===== src/design/sdm_pkg.sv =====
// Shared constants, types and the square-root step for the square-to-disk map.
// No dependencies.
package sdm_pkg;

   localparam int FRAC_BITS = 16;
   localparam int CRD_W     = FRAC_BITS + 1;
   localparam int RAD_W     = 24;
   localparam int OUT_W     = 25;
   localparam int RDC_W     = 2 * FRAC_BITS + 1;
   localparam int ROOT_W    = FRAC_BITS + 1;
   localparam int REM_W     = ROOT_W + 2;
   localparam int SQ_BITS   = 2 * ROOT_W;
   localparam int SQ_LAT    = ROOT_W + 1;
   localparam int PIPE_LEN  = SQ_LAT + 9;
   localparam int REQ_TDATA_W = 40;
   localparam int RSP_TDATA_W = 56;

   localparam logic [CRD_W-1:0] ONE  = CRD_W'(1) << FRAC_BITS;
   localparam logic [RDC_W-1:0] ONE2 = RDC_W'(1) << (2 * FRAC_BITS);
   localparam logic [15:0]      INV_SQRT2 = 16'd46341;

   typedef enum logic [1:0] {
      VAR_ZERO  = 2'd0,
      VAR_ARC   = 2'd1,
      VAR_SHIFT = 2'd2,
      VAR_WARP  = 2'd3
   } variant_type;

   typedef enum logic {
      CSR_VARIANT = 1'b0,
      CSR_RADIUS  = 1'b1
   } csr_index_type;

   typedef struct packed {
      logic [SQ_BITS-1:0] rad;
      logic [REM_W-1:0]   rem;
      logic [ROOT_W-1:0]  root;
   } sq_lane_type;

   function automatic sq_lane_type sq_step(input sq_lane_type s);
      sq_lane_type             r;
      logic [REM_W+1:0]        rw;
      logic [REM_W+1:0]        trial;
      rw    = {s.rem, s.rad[SQ_BITS-1 -: 2]};
      trial = (REM_W+2)'({s.root, 2'b01});
      r.rad = {s.rad[SQ_BITS-3:0], 2'b00};
      if (rw >= trial) begin
         r.rem  = REM_W'(rw - trial);
         r.root = {s.root[ROOT_W-2:0], 1'b1};
      end else begin
         r.rem  = REM_W'(rw);
         r.root = {s.root[ROOT_W-2:0], 1'b0};
      end
      return r;
   endfunction

endpackage


===== src/design/sdm_sqrt_pipe.sv =====
// Two-lane pipelined rounded integer square root, one result bit per stage.
// Depends on sdm_pkg.
module sdm_sqrt_pipe (
   input  logic                              clock,
   input  logic [sdm_pkg::SQ_LAT-1:0]        en,
   input  logic [sdm_pkg::RDC_W-1:0]         rad_a,
   input  logic [sdm_pkg::RDC_W-1:0]         rad_b,
   output logic [sdm_pkg::ROOT_W-1:0]        root_a,
   output logic [sdm_pkg::ROOT_W-1:0]        root_b
);
   import sdm_pkg::*;

   sq_lane_type lane_a_ff [ROOT_W];
   sq_lane_type lane_b_ff [ROOT_W];
   logic [ROOT_W-1:0] root_a_ff, root_b_ff;
   sq_lane_type seed_a, seed_b;

   always_comb begin
      seed_a = '{rad: SQ_BITS'(rad_a), rem: '0, root: '0};
      seed_b = '{rad: SQ_BITS'(rad_b), rem: '0, root: '0};
   end

   always_ff @(posedge clock) begin
      if (en[0]) begin
         lane_a_ff[0] <= sq_step(seed_a);
         lane_b_ff[0] <= sq_step(seed_b);
      end
      for (int i = 1; i < ROOT_W; i++) begin
         if (en[i]) begin
            lane_a_ff[i] <= sq_step(lane_a_ff[i-1]);
            lane_b_ff[i] <= sq_step(lane_b_ff[i-1]);
         end
      end
      // round to nearest: remainder above root means sqrt >= root + 1/2
      if (en[SQ_LAT-1]) begin
         root_a_ff <= lane_a_ff[ROOT_W-1].root +
                      ROOT_W'(REM_W'(lane_a_ff[ROOT_W-1].rem) >
                              REM_W'(lane_a_ff[ROOT_W-1].root));
         root_b_ff <= lane_b_ff[ROOT_W-1].root +
                      ROOT_W'(REM_W'(lane_b_ff[ROOT_W-1].rem) >
                              REM_W'(lane_b_ff[ROOT_W-1].root));
      end
   end

   assign root_a = root_a_ff;
   assign root_b = root_b_ff;

endmodule

===== config.mk =====
export PLATFORM = sky130hd
export DESIGN_NAME = sdm_sqrt_pipe
export DESIGN_NICKNAME = d
export VERILOG_FILES = /design/src/design/sdm_pkg.sv /design/src/design/sdm_sqrt_pipe.sv
export SDC_FILE = /design/constraint.sdc
export NUM_CORES = 2
export LEC_CHECK = 0
export ABC_CLOCK_PERIOD_IN_PS = 2920
export BUFFER_PORTS_ARGS = -buffer_cell sky130_fd_sc_hd__buf_2
export CAP_MARGIN = 20
export CORE_MARGIN = 8
export CORE_UTILIZATION = 57
export CTS_CLUSTER_SIZE = 12
export DETAILED_ROUTE_END_ITERATION = 10
export PLACE_DENSITY = 0.76
export SLEW_MARGIN = 10
export SYNTH_ARGS = -nofsm -noshare
export SYNTH_HDL_FRONTEND = slang
export SYNTH_SLANG_ARGS = --single-unit
export TNS_END_PERCENT = 20

===== constraint.sdc =====
create_clock -name clock -period 2.92 [get_ports clock]
set_input_delay 0.584 -clock clock [delete_from_list [all_inputs] [get_ports clock]]
set_output_delay 0.584 -clock clock [all_outputs]
set_load 0.005 [all_outputs]

==> results_dict.tcl <==
set metrics [dict create \
    outcome "complete, but fails checks" \
    violations "setup timing" \
    hold_path_class "in2reg" \
    ant_nets 0 \
    overflow 0 \
    cts_tree "done" \
    p_comb_share_pct 18.3 \
    fin_ws_ns -0.1610 \
    ys.warnings.count 0 \
    clock_skew_ns 0.05078 \
    end_kind "flip-flop" \
    fillers 8477 \
    core_area_sq_um 121400 \
    dpl_cell_area_sq_um 74280 \
    clockRootBuffer "clkbuf_16" \
    ys_async_sr_fraction_pct 0 \
    slowest_stage "edfxtp_1" \
    synth-edff-count 1478 \
    synthesis.area_sq_um 69590 \
    die-area_sq_um 133500 \
    ctsHtreeMaxLevel 4 \
    ys_seq_elements 1478 \
    synthTopCellsByArea "edfxtp_1 64%, ha_1 6.9%, xnor2_1 3.1%" \
    power_leakage_nw 31.35 \
    synthFlopType "edfxtp_1" \
    holdWs_ns 0.1415 \
    io_buffers 118 \
    synth_cell_types 86 \
    grt_use_total_pct 19.09 \
    worst_ep_arrival_time_ns 3.57 \
    numCtsBuffers 155 \
    start_util_pct 57.33 \
    rsz0062_at_grt "true" \
    p_switching_mw 14.88 \
    fin_crit_sh_pct 105.5 \
    first_global_vias 42300 \
    syn_to_final_growth_pct 15.25 \
    insertion_delay_ns 0.78 \
    tightest_slew_ns 0.9005 \
    ys_seq_area_share_pct 63.78 \
    drive_gt1_share_pct 12.85 \
    die_w_microns 365.4 \
    grt_pass1_wl_mm 208.1 \
    relSlewSlack_pct 39.45 \
    drt_iter0_drc 2414 \
    drc_errors 0 \
    switching_share_pct 26.29 \
    grt_max_degree 80 \
    yosysMostFrequentCell "edfxtp_1" \
    yosys-top-cells-count "1478 x edfxtp_1, 463 x inv_1, 387 x nor2_1" \
    antenna_found_initial 1 \
    first_pass_iters 6 \
    internal_power_mw 41.70 \
    final_cells 7648 \
    pwr-share-seq_pct 49.4 \
    power.density_nw_per_um2 705.4 \
    setup_violations 6 \
    vias 42380 \
    synth_top_cell_area_share_pct 63.78 \
    cts_buffer_depth 3 \
    ios 119 \
    fmax_mhz 324.6 \
    cts.sinks 1478 \
    drv_cap 0 \
    hold_violations 0 \
    start_kind "flip-flop" \
    fin_util_pct 66.07 \
    cpPeakStageDelay_ns 0.43 \
    clk_pin_slew_ns 0.06 \
    cp_max_fo 3 \
    path_cells "ha_4 > nor2b_1 > o21ai_1 > a21oi_1 > a211oi_2 > o21ai_1 > a221oi_2 > a21oi_1 > ha_2 > nand2_2 > nor2_4 > nand3_2 > nor2b_2 > and4_4 > nand3_2 > xnor2_1" \
    wl_per_cell_microns 17.04 \
    gp_congestion 0.9070 \
    nNetsFinal 6399 \
    routed_wl_mm 130.4 \
    period_needed_ns 3.081 \
    design_area_sq_um 80200 \
    dp.cells 7319 \
    dp_slack_ns -0.2505 \
    required_ns 3.41 \
    clkPwrFrac_pct 32.3 \
    vdd_ir_drop_max_mv 0.6308 \
    dp_hpwl_mm 94.60 \
    die_h_microns 365.4 \
    finalMaxSlewViolations 0 \
    synth_area_per_cell_sq_um 12.92 \
    row_count 128 \
    synth_cells 5386 \
    synth_top_area_cell "edfxtp_1" \
    path_class "reg2reg" \
    vias_per_cell 5.541 \
]
-- layout make-up --
cell class / count / area, sq um / area share (%)
clock inverters: 62 / 713.2 / 0.8892
repair buffers: 467 / 3712 / 4.629
multi-input cells: 3365 / 23620 / 29.45
clock buffers: 185 / 3991 / 4.977
flip-flops and latches: 1478 / 44380 / 55.34
well taps: 1625 / 2033 / 2.535
inverters: 465 / 1745 / 2.176
diodes: 1 / 2.502 / 0.003120
-- path summary, 6_finish.rpt --
kind                           start                 to  slack [ns]  cells past startpoint
setup reg to reg  lane_a_ff[0][1106]         root_a[16]       -0.16                     16
setup / recovery  lane_a_ff[0][1106]         root_a[16]       -0.16                     16
hold reg to reg    lane_a_ff[0][261]  lane_a_ff[0][331]        0.41                      0
hold / removal                 en[1]  lane_a_ff[0][116]        0.14                      1
-- power groups by stage --
stage          clock network, mW  logic, mW  registers [mW]
2_1_floorplan                  0       6.98            27.8
3_3_place_gp                   0       9.66            28.2
4_1_cts                     18.7       10.1            27.9
6_report                    18.3       10.4            28.0
5_1_grt                     19.5       11.5            28.2
3_5_place_dp                   0       9.92            28.3
-- per-stage QoR --
stage | total power, mW | TNS (ns)
final | 56.58 | -0.5761
after global routing | 59.22 | -2.750
after CTS | 56.72 | -0.1311
after detailed placement | 38.26 | -1.291
after global placement | 37.91 | -0.9087
after floorplan | 34.82 | 0
-- registers in the layout, summed over array words and instances (netlist names) --
name,flops
lane_a_ff,722
lane_b_ff,722
root_b,17
root_a,17
-- what timing repair did --
action                                 in CTS  in global routing
setup endpoints to repair                  23                138
pin swaps                                   6                 31
setup buffers                               2                 13
endpoints found under the hold margin      66                  0
cloned                                      0                  0
gates resized for setup                    16                 83
hold buffers                               66                  0
-- layout by cell type (no fill, tap or decap), types with 19 or more instances in the layout --
master and n:
nand2b_1 55, inv_1 456, o21a_1 89, clkinv_1 25, dlygate4sd3_1 66, buf_4 271, o21bai_1 28, nand3_1 88
a21oi_1 304, or3_1 53, nand2_1 331, or2_2 22, nand4_1 53, clkbuf_1 30, or4_1 31, buf_12 24
o211ai_1 23, xnor2_1 249, a211oi_1 34, buf_2 105, nor4_1 75, edfxtp_1 1478, nor2b_1 46, nor3_1 132
and3_1 21, ha_1 368, xor2_1 229, o21ai_0 237, nor2_1 385, clkbuf_16 155, o31ai_1 30, mux2_2 57
and2_1 19, a21o_1 92
-- worst max-delay path: cells and delay by family (launching register included) --
| family | cells | cell delay (ns) |
|---|---|---|
| DFF | 1 | 0.43 |
| and+or+nand+nor | 7 | 0.92 |
| AOI/OAI and AO/OA | 6 | 0.79 |
| xor gates and xnor gates | 1 | 0.12 |
| adders and majority gates | 2 | 0.51 |
-- cell families after synthesis --
logic type      count (synthesis)  synth area share, %
compound gates               1018                9.177
xor+xnor                      478                6.016
fa+ha+maj                     382                6.868
buf+inv                       544                2.954
flops                        1478                63.78
mux                            73                1.152
other cells                     1             0.005389
simple gates                 1412                10.05
-- layer usage --
layer / track usage [%] / part of all wire (%) / vias up
met3: 3.206 / 3.7 / 312
met4: 7.898 / 3.9 / 0
met5: 0 / 0 / -
met1: 20.52 / 38 / 20200
li1: - / - / 20970
met2: 36.80 / 54 / 900
Power figures use the tool's default switching activity.
